--- config.mk ---
export PLATFORM = sky130hd
export DESIGN_NAME = bgle_front_flat
export DESIGN_NICKNAME = d
export VERILOG_FILES = /design/src/sv/bgle_pkg.sv /design/src/sv/bgle_if.sv /design/src/sv/bgle_front.sv /design/src/flat_wrapper.sv
export SDC_FILE = /design/constraint.sdc
export NUM_CORES = 1
export LEC_CHECK = 0
export ABC_AREA = 1
export BUFFER_PORTS_ARGS = -buffer_cell sky130_fd_sc_hd__clkbuf_2
export CORE_AREA = 4 4 41 43
export DETAILED_ROUTE_END_ITERATION = 7
export DIE_AREA = 0 0 45 47
export PLACE_DENSITY_LB_ADDON = 0.15
export SYNTH_ARGS = -nofsm -noshare
export SYNTH_HDL_FRONTEND = slang
export SYNTH_SLANG_ARGS = --single-unit
--- constraint.sdc ---
create_clock -name vclk -period 1.95
set_input_delay 0.4875 -clock vclk [all_inputs]
set_output_delay 0.4875 -clock vclk [all_outputs]
set_load 0.02 [all_outputs]
--- src/sv/bgle_pkg.sv ---
// Shared constants, types and the saturating-increment helper of the genotype line encoder.
package bgle_pkg;

  localparam int MAX_LOCI    = 4096;
  localparam int ADDR_W      = $clog2(MAX_LOCI);
  localparam int IDX_W       = 13;
  localparam int CHAR_W      = 8;
  localparam int COUNT_BITS  = 24;
  localparam int KIND_W      = 3;
  localparam int QUEUE_DEPTH = 4;
  localparam int QPTR_W      = $clog2(QUEUE_DEPTH);

  localparam logic [IDX_W-1:0] LOCI_RESET    = IDX_W'(4096);
  localparam logic [IDX_W-1:0] MAX_LOCI_IDX  = IDX_W'(MAX_LOCI);
  localparam logic [ADDR_W-1:0] LAST_ADDR    = ADDR_W'(MAX_LOCI - 1);

  localparam logic [KIND_W-1:0] KIND_FIRST    = 3'd0;
  localparam logic [KIND_W-1:0] KIND_SECOND   = 3'd1;
  localparam logic [KIND_W-1:0] KIND_LINE_END = 3'd2;
  localparam logic [KIND_W-1:0] KIND_THIRD    = 3'd3;
  localparam logic [KIND_W-1:0] KIND_TOO_MANY = 3'd4;

  localparam logic [CHAR_W-1:0] CH_ZERO  = 8'h30;
  localparam logic [CHAR_W-1:0] CH_SPACE = 8'h20;
  localparam logic [CHAR_W-1:0] CH_TAB   = 8'h09;
  localparam logic [CHAR_W-1:0] CH_CR    = 8'h0D;
  localparam logic [CHAR_W-1:0] CH_NL    = 8'h0A;

  // One classified byte waiting between the front and the back.
  typedef struct packed {
    logic              nl;
    logic [CHAR_W-1:0] chr;
  } qent_t;

  // One locus entry of the allele memory.
  typedef struct packed {
    logic                  fk;
    logic                  sk;
    logic [CHAR_W-1:0]     fch;
    logic [CHAR_W-1:0]     sch;
    logic [COUNT_BITS-1:0] fc;
    logic [COUNT_BITS-1:0] sc;
  } entry_t;

  typedef struct packed {
    logic [KIND_W-1:0]     kind;
    logic [IDX_W-1:0]      locus_index;
    logic                  has_genotype;
    logic                  allele_bit;
    logic [COUNT_BITS-1:0] first_allele_count;
    logic [COUNT_BITS-1:0] second_allele_count;
  } result_t;

  // Queue status seen by the back end.
  typedef struct packed {
    logic  valid;
    qent_t head;
  } qstat_t;

  function automatic logic [COUNT_BITS-1:0] sat_inc(input logic [COUNT_BITS-1:0] v);
    sat_inc = (v == {COUNT_BITS{1'b1}}) ? v : v + COUNT_BITS'(1);
  endfunction

endpackage

--- src/sv/bgle_if.sv ---
// Valid/ready channel interfaces for the character input and the result output.
interface bgle_char_if;
  logic                       valid;
  logic                       ready;
  logic [bgle_pkg::CHAR_W-1:0] char_byte;

  modport source (output valid, output char_byte, input ready);
  modport sink   (input valid, input char_byte, output ready);
endinterface


--- src/sv/bgle_front.sv ---
// Front end: accepts bytes, drops whitespace and classifies the rest for the queue.
module bgle_front (
  input  logic                rst_n,
  bgle_char_if.sink           in_chan,
  input  logic                clr_busy,
  input  logic                q_full,
  output logic                push,
  output bgle_pkg::qent_t     push_data
);

  logic is_ws;
  logic accept;

  assign is_ws = (in_chan.char_byte == bgle_pkg::CH_SPACE) ||
                 (in_chan.char_byte == bgle_pkg::CH_TAB) ||
                 (in_chan.char_byte == bgle_pkg::CH_CR);

  // Whitespace is taken from the channel but never reaches the queue.
  assign in_chan.ready = !q_full && !clr_busy && rst_n;
  assign accept        = in_chan.valid && in_chan.ready;
  assign push          = accept && !is_ws;

  assign push_data.nl  = (in_chan.char_byte == bgle_pkg::CH_NL);
  assign push_data.chr = in_chan.char_byte;

endmodule

--- src/flat_wrapper.sv ---
// flat-port wrapper written by rule: the top's interface ports become plain ports
module bgle_front_flat 
  (rst_n, clr_busy, q_full, push, push_data, in_chan_valid, in_chan_char_byte, in_chan_ready);
  bgle_char_if in_chan_i ();
  input  logic rst_n;
  input  logic clr_busy;
  input  logic q_full;
  output logic push;
  output bgle_pkg::qent_t push_data;
  input wire logic [$bits(in_chan_i.valid)-1:0] in_chan_valid;
  input wire logic [$bits(in_chan_i.char_byte)-1:0] in_chan_char_byte;
  output wire logic [$bits(in_chan_i.ready)-1:0] in_chan_ready;
  assign in_chan_i.valid = in_chan_valid;
  assign in_chan_i.char_byte = in_chan_char_byte;
  assign in_chan_ready = in_chan_i.ready;
  bgle_front u_core (.rst_n(rst_n), .in_chan(in_chan_i), .clr_busy(clr_busy), .q_full(q_full), .push(push), .push_data(push_data));
endmodule
==> metrics.yaml <==
status:
  status: "complete, no violations"
cts:
  cts.repair.resized: 0
  post-cts-setup-buffer-count: 0
  postCtsHoldBufs: 0
setup_path:
  endpoint_kind: "output port"
  worst_ep_required_time_ns: 1.46
  worst-setup-path-type: "input pin to output port"
  worstSetupStartpointType: "input pin"
  startpoint: "clr_busy"
  cp_cell_sequence: "clkbuf_2 > nor2_1 > nand2_1 > nor2_2 > nand2_1 > nor2_2 > clkbuf_2"
  critPathSlowestCell: "clkbuf_2"
  max_stage_delay_ns: 0.17
  arrival_ns: 1.11
  critPathMaxFanout: 2
sta:
  period_share: 0.820
  fmax_mhz: 625
  finalSetupViolCount: 0
  fin_crit_ns: 1.60
  max_slew_margin: 0.905
  drv_slew: 0
  fin_tns_setup_ns: 0
  rsz0062_at_grt: "no"
  tightest_slew_ns: 0.141
  finalHoldViolCount: 0
hold_path:
  hp-class: "input pin to output port"
  worstHoldStart: "in_chan_char_byte[4]"
cells_and_area:
  stdcell_area_um2: 248
  final_nets: 64
  area_delta_synth_final_pct: 42.4
  nClkBuffers: 0
  drive_gt1_frac: 0.500
  final_common_cell: "clkbuf_2"
  final_cell_mix: "23 x clkbuf_2, 10 x inv_1, 6 x nand2_1, 5 x nor2_1"
  antennaDiodeCount: 0
  final-instance-count-excl-fill: 65
  nFlopsAndLatches: 0
  utilization: 0.190
  fillers: 172
  seqCellArea_um2: 0
global_routing:
  grt_usage: 0.0425
  grt_pass1_vias: 198
  antenna_found_initial: 0
  grt_max_degree: 4
  grt_first_pass_wirelength_um: 724
  overflow: 0
logic_synthesis:
  synth_top_family_by_area: "buffers and inverters"
  yosysSeqAreaShare: 0
  synthAdderAreaFrac: 0
  muxShareOfSynthArea: 0
  netlist_instances: 35
  synth_simple_gate_area_share: 0.439
  synth.top_cell.area_share: 0.345
  synth_nets: 47
  avgSynthCellArea_um2: 4.97
  synth_compound_area_frac: 0
  syn-cell-area_um2: 174
  synthTopCellsByArea: "buf_4 35%, inv_1 22%, nand2_1 13%, nor2_1 11%, nand4_1 7.2%"
  ys_types: 8
  synth_top_area_cell: "buf_4"
  yosys_warnings: 0
  synthXorXnorAreaFrac: 0
route:
  vias: 223
  totalWireLength_um: 432
  wl_met1_um: 149
  wl_met3_um: 43
  drt_pass1_iterations: 2
  wl_per_cell_um: 6.65
  highest_layer: "met3"
  dr.first_iter.drc_count: 1
  ant_nets: 0
  vias_per_cell: 3.43
  drc: 0
  dr_wl_met2_um: 239
floorplan:
  fp.dieH_um: 47
  coreArea_mm2: 0.00130
  ios: 23
  dieArea_mm2: 0.00212
  num_rows: 13
  start_util: 0.134
  dieWidth_um: 45
placed_design:
  place_area_um2: 248
  post-place-cells: 65
  port_buffers: 23
  dp_hpwl_um: 442
  place_congestion: 0.660
power_and_ir_drop:
  power_density_mw_per_mm2: 197
  p_total_uw: 48.7
  ir_worst_vdd_mv: 0.0498
  p_leak_uw: 0.000178
job:
  maxCapViolCount: 0
[power by group]
part	switching [µW]	leakage, µW	internal [µW]
Combinational	29.6	0.000178	19.1
Clock	0	0	0
Sequential	0	0	0
[final timing paths]
kind	slack, ns	depth (start not counted)	end
max	0.35	7	push
min	1.21	2	push_data[4]
[layer usage]
metal / up-vias / global-route usage
met5: - / 0
met4: 0 / 0
met3: 0 / 0.00766
met2: 9 / 0.0734
met1: 87 / 0.0584
li1: 127 / -
[cells in the mapped netlist]
library cell and n:
nor2_2 2, inv_1 10, nand2_1 6, nand3_1 1, nand4_1 2, nor2_1 5, buf_4 8, nor3_1 1
[logic make-up (layout without fill, tap and decap cells)]
kind of cell           Yosys count  count (layout)
buffers and inverters           18              33
and+or+nand+nor                 17              17
[final cells by class]
| type | instances | area [µm²] | share of cell area |
|---|---|---|---|
| tap | 15 | 18.8 | 0.0758 |
| timing repair buffer | 23 | 115 | 0.465 |
| multi-input combinational | 17 | 76.3 | 0.308 |
| inverter | 10 | 37.5 | 0.152 |
[worst max-delay path: cells and delay by family]
family	cells	cell delay, ns
buf+inv	2	0.25
simple gates	5	0.38
[stage by stage]
step,hold slack [ns],setup slack (ns)
6_report,1.21,0.351
3_3_place_gp,1.21,0.348
3_5_place_dp,1.21,0.331
4_1_cts,1.21,0.331
2_1_floorplan,1.09,0.376
5_1_grt,1.22,0.248
(Power assumes the default switching activity.)
