<file path="config.mk">
export PLATFORM = sky130hd
export DESIGN_NAME = bgle_queue
export DESIGN_NICKNAME = d
export VERILOG_FILES = /design/src/sv/bgle_pkg.sv /design/src/sv/bgle_queue.sv
export SDC_FILE = /design/constraint.sdc
export NUM_CORES = 1
export LEC_CHECK = 0
export BUFFER_PORTS_ARGS = -buffer_cell sky130_fd_sc_hd__buf_2
export CAP_MARGIN = 25
export CORE_MARGIN = 2
export CORE_UTILIZATION = 50
export DETAILED_ROUTE_END_ITERATION = 8
export GPL_TIMING_DRIVEN = 0
export HOLD_SLACK_MARGIN = 0.05
export PLACE_DENSITY = 0.76
export SETUP_SLACK_MARGIN = 0.05
export SYNTH_ARGS = -nofsm -noshare
export SYNTH_HDL_FRONTEND = slang
export SYNTH_SLANG_ARGS = --single-unit
</file>
<file path="constraint.sdc">
create_clock -name clk -period 1.55 [get_ports clk]
set_clock_uncertainty 0.15 [all_clocks]
set_input_delay 0.155 -clock clk [delete_from_list [all_inputs] [get_ports clk]]
set_output_delay 0.155 -clock clk [all_outputs]
set_load 0.05 [all_outputs]
</file>
<file path="src/sv/bgle_pkg.sv">
// Shared constants, types and the saturating-increment helper of the genotype line encoder.
package bgle_pkg;

  localparam int MAX_LOCI    = 4096;
  localparam int ADDR_W      = $clog2(MAX_LOCI);
  localparam int IDX_W       = 13;
  localparam int CHAR_W      = 8;
  localparam int COUNT_BITS  = 24;
  localparam int KIND_W      = 3;
  localparam int QUEUE_DEPTH = 4;
  localparam int QPTR_W      = $clog2(QUEUE_DEPTH);

  localparam logic [IDX_W-1:0] LOCI_RESET    = IDX_W'(4096);
  localparam logic [IDX_W-1:0] MAX_LOCI_IDX  = IDX_W'(MAX_LOCI);
  localparam logic [ADDR_W-1:0] LAST_ADDR    = ADDR_W'(MAX_LOCI - 1);

  localparam logic [KIND_W-1:0] KIND_FIRST    = 3'd0;
  localparam logic [KIND_W-1:0] KIND_SECOND   = 3'd1;
  localparam logic [KIND_W-1:0] KIND_LINE_END = 3'd2;
  localparam logic [KIND_W-1:0] KIND_THIRD    = 3'd3;
  localparam logic [KIND_W-1:0] KIND_TOO_MANY = 3'd4;

  localparam logic [CHAR_W-1:0] CH_ZERO  = 8'h30;
  localparam logic [CHAR_W-1:0] CH_SPACE = 8'h20;
  localparam logic [CHAR_W-1:0] CH_TAB   = 8'h09;
  localparam logic [CHAR_W-1:0] CH_CR    = 8'h0D;
  localparam logic [CHAR_W-1:0] CH_NL    = 8'h0A;

  // One classified byte waiting between the front and the back.
  typedef struct packed {
    logic              nl;
    logic [CHAR_W-1:0] chr;
  } qent_t;

  // One locus entry of the allele memory.
  typedef struct packed {
    logic                  fk;
    logic                  sk;
    logic [CHAR_W-1:0]     fch;
    logic [CHAR_W-1:0]     sch;
    logic [COUNT_BITS-1:0] fc;
    logic [COUNT_BITS-1:0] sc;
  } entry_t;

  typedef struct packed {
    logic [KIND_W-1:0]     kind;
    logic [IDX_W-1:0]      locus_index;
    logic                  has_genotype;
    logic                  allele_bit;
    logic [COUNT_BITS-1:0] first_allele_count;
    logic [COUNT_BITS-1:0] second_allele_count;
  } result_t;

  // Queue status seen by the back end.
  typedef struct packed {
    logic  valid;
    qent_t head;
  } qstat_t;

  function automatic logic [COUNT_BITS-1:0] sat_inc(input logic [COUNT_BITS-1:0] v);
    sat_inc = (v == {COUNT_BITS{1'b1}}) ? v : v + COUNT_BITS'(1);
  endfunction

endpackage

</file>
<file path="src/sv/bgle_queue.sv">
// Small register queue between the classifying front end and the locus back end.
module bgle_queue (
  input  logic            clk,
  input  logic            rst_n,
  input  logic            push,
  input  bgle_pkg::qent_t push_data,
  input  logic            pop,
  output logic            full,
  output bgle_pkg::qstat_t stat
);

  bgle_pkg::qent_t               slot_r [bgle_pkg::QUEUE_DEPTH];
  logic [bgle_pkg::QPTR_W-1:0]   wptr_r, wptr_nxt;
  logic [bgle_pkg::QPTR_W-1:0]   rptr_r, rptr_nxt;
  logic [bgle_pkg::QPTR_W:0]     cnt_r, cnt_nxt;

  assign full       = (cnt_r == (bgle_pkg::QPTR_W+1)'(bgle_pkg::QUEUE_DEPTH));
  assign stat.valid = (cnt_r != '0);
  assign stat.head  = slot_r[rptr_r];

  always_comb begin
    wptr_nxt = push ? wptr_r + bgle_pkg::QPTR_W'(1) : wptr_r;
    rptr_nxt = pop  ? rptr_r + bgle_pkg::QPTR_W'(1) : rptr_r;
    cnt_nxt  = cnt_r;
    if (push && !pop) begin
      cnt_nxt = cnt_r + (bgle_pkg::QPTR_W+1)'(1);
    end else if (pop && !push) begin
      cnt_nxt = cnt_r - (bgle_pkg::QPTR_W+1)'(1);
    end
  end

  always_ff @(posedge clk) begin
    if (!rst_n) begin
      wptr_r <= '0;
      rptr_r <= '0;
      cnt_r  <= '0;
    end else begin
      wptr_r <= wptr_nxt;
      rptr_r <= rptr_nxt;
      cnt_r  <= cnt_nxt;
    end
  end

  always_ff @(posedge clk) begin
    if (push) begin
      slot_r[wptr_r] <= push_data;
    end
  end

endmodule

</file>
==> results.json <==
{
  "status": "complete, but fails checks",
  "violations": "setup timing",
  "slew_violations": 0,
  "synth-seq-cells": 45,
  "initial_core_util": 0.523,
  "cp_data_required_time_ns": 1.24,
  "die_y_um": 63.1,
  "synthMostInstantiatedCell": "edfxtp_1",
  "wl_met3_um": 107,
  "period_needed_ns": 1.88,
  "ant_nets": 0,
  "clk_latency_ns": 0.35,
  "wl_per_cell_um": 16.0,
  "dp.cells": 159,
  "cts_max_path_buffers": 2,
  "num_rows": 21,
  "globalplace.congestion": 0.674,
  "p_sw_mw": 0.738,
  "clkSinkCount": 45,
  "post-route-drc-count": 0,
  "syn_inst": 90,
  "crit_path_max_fanout": 4,
  "p_comb_frac": 0.232,
  "sw_frac_of_total": 0.287,
  "cts_tree": "built",
  "period_share": 1.21,
  "seq_area_frac_synth": 0.722,
  "avgSynthCellArea_um2": 19.4,
  "worst_hold_slack_ns": 0.0737,
  "htreeDepth": 2,
  "maxCapViolations": 0,
  "critPathArrivalTime_ns": 1.58,
  "core_area_mm2": 0.00334,
  "ir_drop_mv": 0.679,
  "clkTransAtPathRegs_ns": 0.12,
  "grt_overflow": 0,
  "yosysTopAreaCell": "edfxtp_1",
  "syn_area_mm2": 0.00175,
  "synth_edf_count": 36,
  "slew_headroom": 0.826,
  "drtPass1Iterations": 4,
  "r2r-end": "cnt_r[2]",
  "syn_nets": 109,
  "seq_power_share": 0.555,
  "yosysUniqueCellTypes": 18,
  "wl_met1_mm": 1.12,
  "wl_mm": 2.92,
  "power_density_mw_per_mm2": 1150,
  "antenna_found_initial": 0,
  "setup_viol": 11,
  "start_kind": "flop",
  "groute.usage.overall": 0.171,
  "grt_pass1_wl_mm": 4.79,
  "final_layout_size_suffix_gt1_frac": 0.441,
  "clockPowerShare": 0.213,
  "chipWidth_um": 63.1,
  "setup_tns_ns": -2.84,
  "grt_pass1_vias": 967,
  "dr.max_layer_used": "met4",
  "hold_path.startpoint": "push",
  "vias": 917,
  "yosys-top-cells-count": "edfxtp_1, and2_1, dfxtp_1, mux4_2, ha_1",
  "internal_power_mw": 1.83,
  "synth_top_area_share": 0.619,
  "wl_met2_mm": 1.60,
  "p_total_mw": 2.57,
  "rsz0062_at_grt": "yes",
  "crit_end": "stat[6]",
  "critPathKind": "reg2out",
  "vias_per_cell": 5.04,
  "cts_buffers": 5,
  "first_iter_violations": 38,
  "hp-class": "in2reg",
  "synth_area_leaders": "edfxtp_1, mux4_2, dfxtp_1",
  "portBuffers": 23,
  "dp_hpwl_mm": 1.77,
  "async_flop_share": 0,
  "fin_nets": 154,
  "fillers": 234,
  "grt_max_degree": 16,
  "ys_warn_count": 0,
  "ioPinCount": 24,
  "num_antenna_cells": 0,
  "tightest_slew_ns": 0.262,
  "timing.rr.start": "cnt_r[0]",
  "fin_area_mm2": 0.00224,
  "layout_setup_ws_ns": -0.332,
  "leakage_nw": 0.814,
  "area_delta_synth_final_pct": 28.2,
  "die_area_mm2": 0.00398,
  "fin_cells": 182,
  "root_buffer": "clkbuf_4",
  "fmax_mhz": 531,
  "hold_violations": 0,
  "reg2reg_slack_ns": -0.07,
  "postPlaceCellArea_mm2": 0.00194,
  "ff2ff_path_depth": 4,
  "synth-main-ff-cell": "edfxtp_1",
  "worstSetupEndpointType": "output port"
}
[logic make-up (layout without fill, tap and decap cells)]
| family | count (synthesis) | in the layout | synth area share |
|---|---|---|---|
| compound gates | 2 | 2 | 0.00716 |
| simple gates | 15 | 15 | 0.0530 |
| flops | 45 | 45 | 0.722 |
| mux | 11 | 11 | 0.128 |
| fa+ha+maj | 6 | 6 | 0.0473 |
| buf+inv | 6 | 52 | 0.0179 |
| xor+xnor | 5 | 5 | 0.0251 |
[metal layers]
layer | track usage | vias up
met4 | 0.125 | 0
met1 | 0.187 | 449
met5 | 0 | -
met2 | 0.289 | 29
li1 | - | 430
met3 | 0.0411 | 9
[how the worst min path moves through the flow]
stage                   end  cells after the start
2_1_floorplan  slot_r[0][0]                      0
3_3_place_gp   slot_r[3][5]                      1
3_5_place_dp   slot_r[1][6]                      1
4_1_cts           wptr_r[0]                      3
5_1_grt           wptr_r[0]                      3
6_report          wptr_r[0]                      3
[cell type report]
| type | instances | area (um^2) | share of cell area |
|---|---|---|---|
| sequential | 45 | 1270 | 0.568 |
| multi-input combinational | 39 | 488 | 0.218 |
| clock buffer | 5 | 37.5 | 0.0168 |
| timing repair buffer | 38 | 329 | 0.147 |
| clock inverter | 3 | 21.3 | 0.00950 |
| tap | 46 | 57.6 | 0.0257 |
| buffer | 2 | 16.3 | 0.00726 |
| inverter | 4 | 17.5 | 0.00782 |
[per-stage QoR]
step | setup WS [ns] | util
floorplan | 0.0469 | -
detailed placement | -0.205 | 0.582
global placement | -0.132 | 0.582
CTS | -0.328 | 0.663
global route | -0.384 | 0.671
finish | -0.332 | 0.671
[power by group through the flow]
stage	Sequential (mW)	Clock (mW)	Combinational (mW)
global route	1.43	0.606	0.635
detailed placement	1.44	0	0.477
global placement	1.44	0	0.462
CTS	1.42	0.561	0.580
finish	1.43	0.548	0.597
floorplan	1.43	0	0.368
[critical path, cell delays in order (launching register included)]
cell and delay [ns]:
dfxtp_2 0.38, buf_6 0.14, mux4_2 0.53, buf_6 0.18
[placed cells by master (no fill, tap or decap)]
| cell type | netlist | routed |
|---|---|---|
| dfxtp_2 | 0 | 3 |
| ha_4 | 0 | 1 |
| or3_1 | 2 | 1 |
| dfxtp_1 | 9 | 4 |
| inv_6 | 0 | 1 |
| inv_2 | 0 | 1 |
| xnor2_1 | 2 | 2 |
| edfxtp_1 | 36 | 36 |
| o21ai_0 | 1 | 1 |
| buf_2 | 0 | 12 |
| dfxtp_4 | 0 | 2 |
| clkinv_2 | 0 | 1 |
| nor2b_1 | 2 | 2 |
| dlygate4sd3_1 | 0 | 13 |
| inv_4 | 0 | 1 |
| a21boi_2 | 0 | 1 |
| buf_6 | 1 | 12 |
| nand2_1 | 1 | 1 |
| inv_1 | 4 | 2 |
| mux4_2 | 9 | 9 |
| clkbuf_2 | 1 | 1 |
| buf_4 | 0 | 2 |
| and2_2 | 0 | 4 |
| clkbuf_4 | 0 | 5 |
| fa_2 | 0 | 1 |
| and2_1 | 9 | 5 |
| xor2_1 | 3 | 3 |
| mux2i_1 | 2 | 2 |
| nor3b_2 | 0 | 1 |
| clkinvlp_4 | 0 | 1 |
| or3_4 | 0 | 1 |
| ha_1 | 5 | 4 |
[sequential cells by signal, indices dropped and copies added, names as in the netlist, named ones only]
register and flops:
wptr_r 2, cnt_r 3, rptr_r 2, slot_r 36
[what timing repair did]
item,CTS,global route
setup endpoints to repair,39,23
buffers inserted,0,1
hold buffers,13,0
endpoints found under the hold margin,45,0
gates cloned,1,0
pin swaps,1,0
resized for setup,28,7
Note: power is estimated with default switching activity, not from simulation.
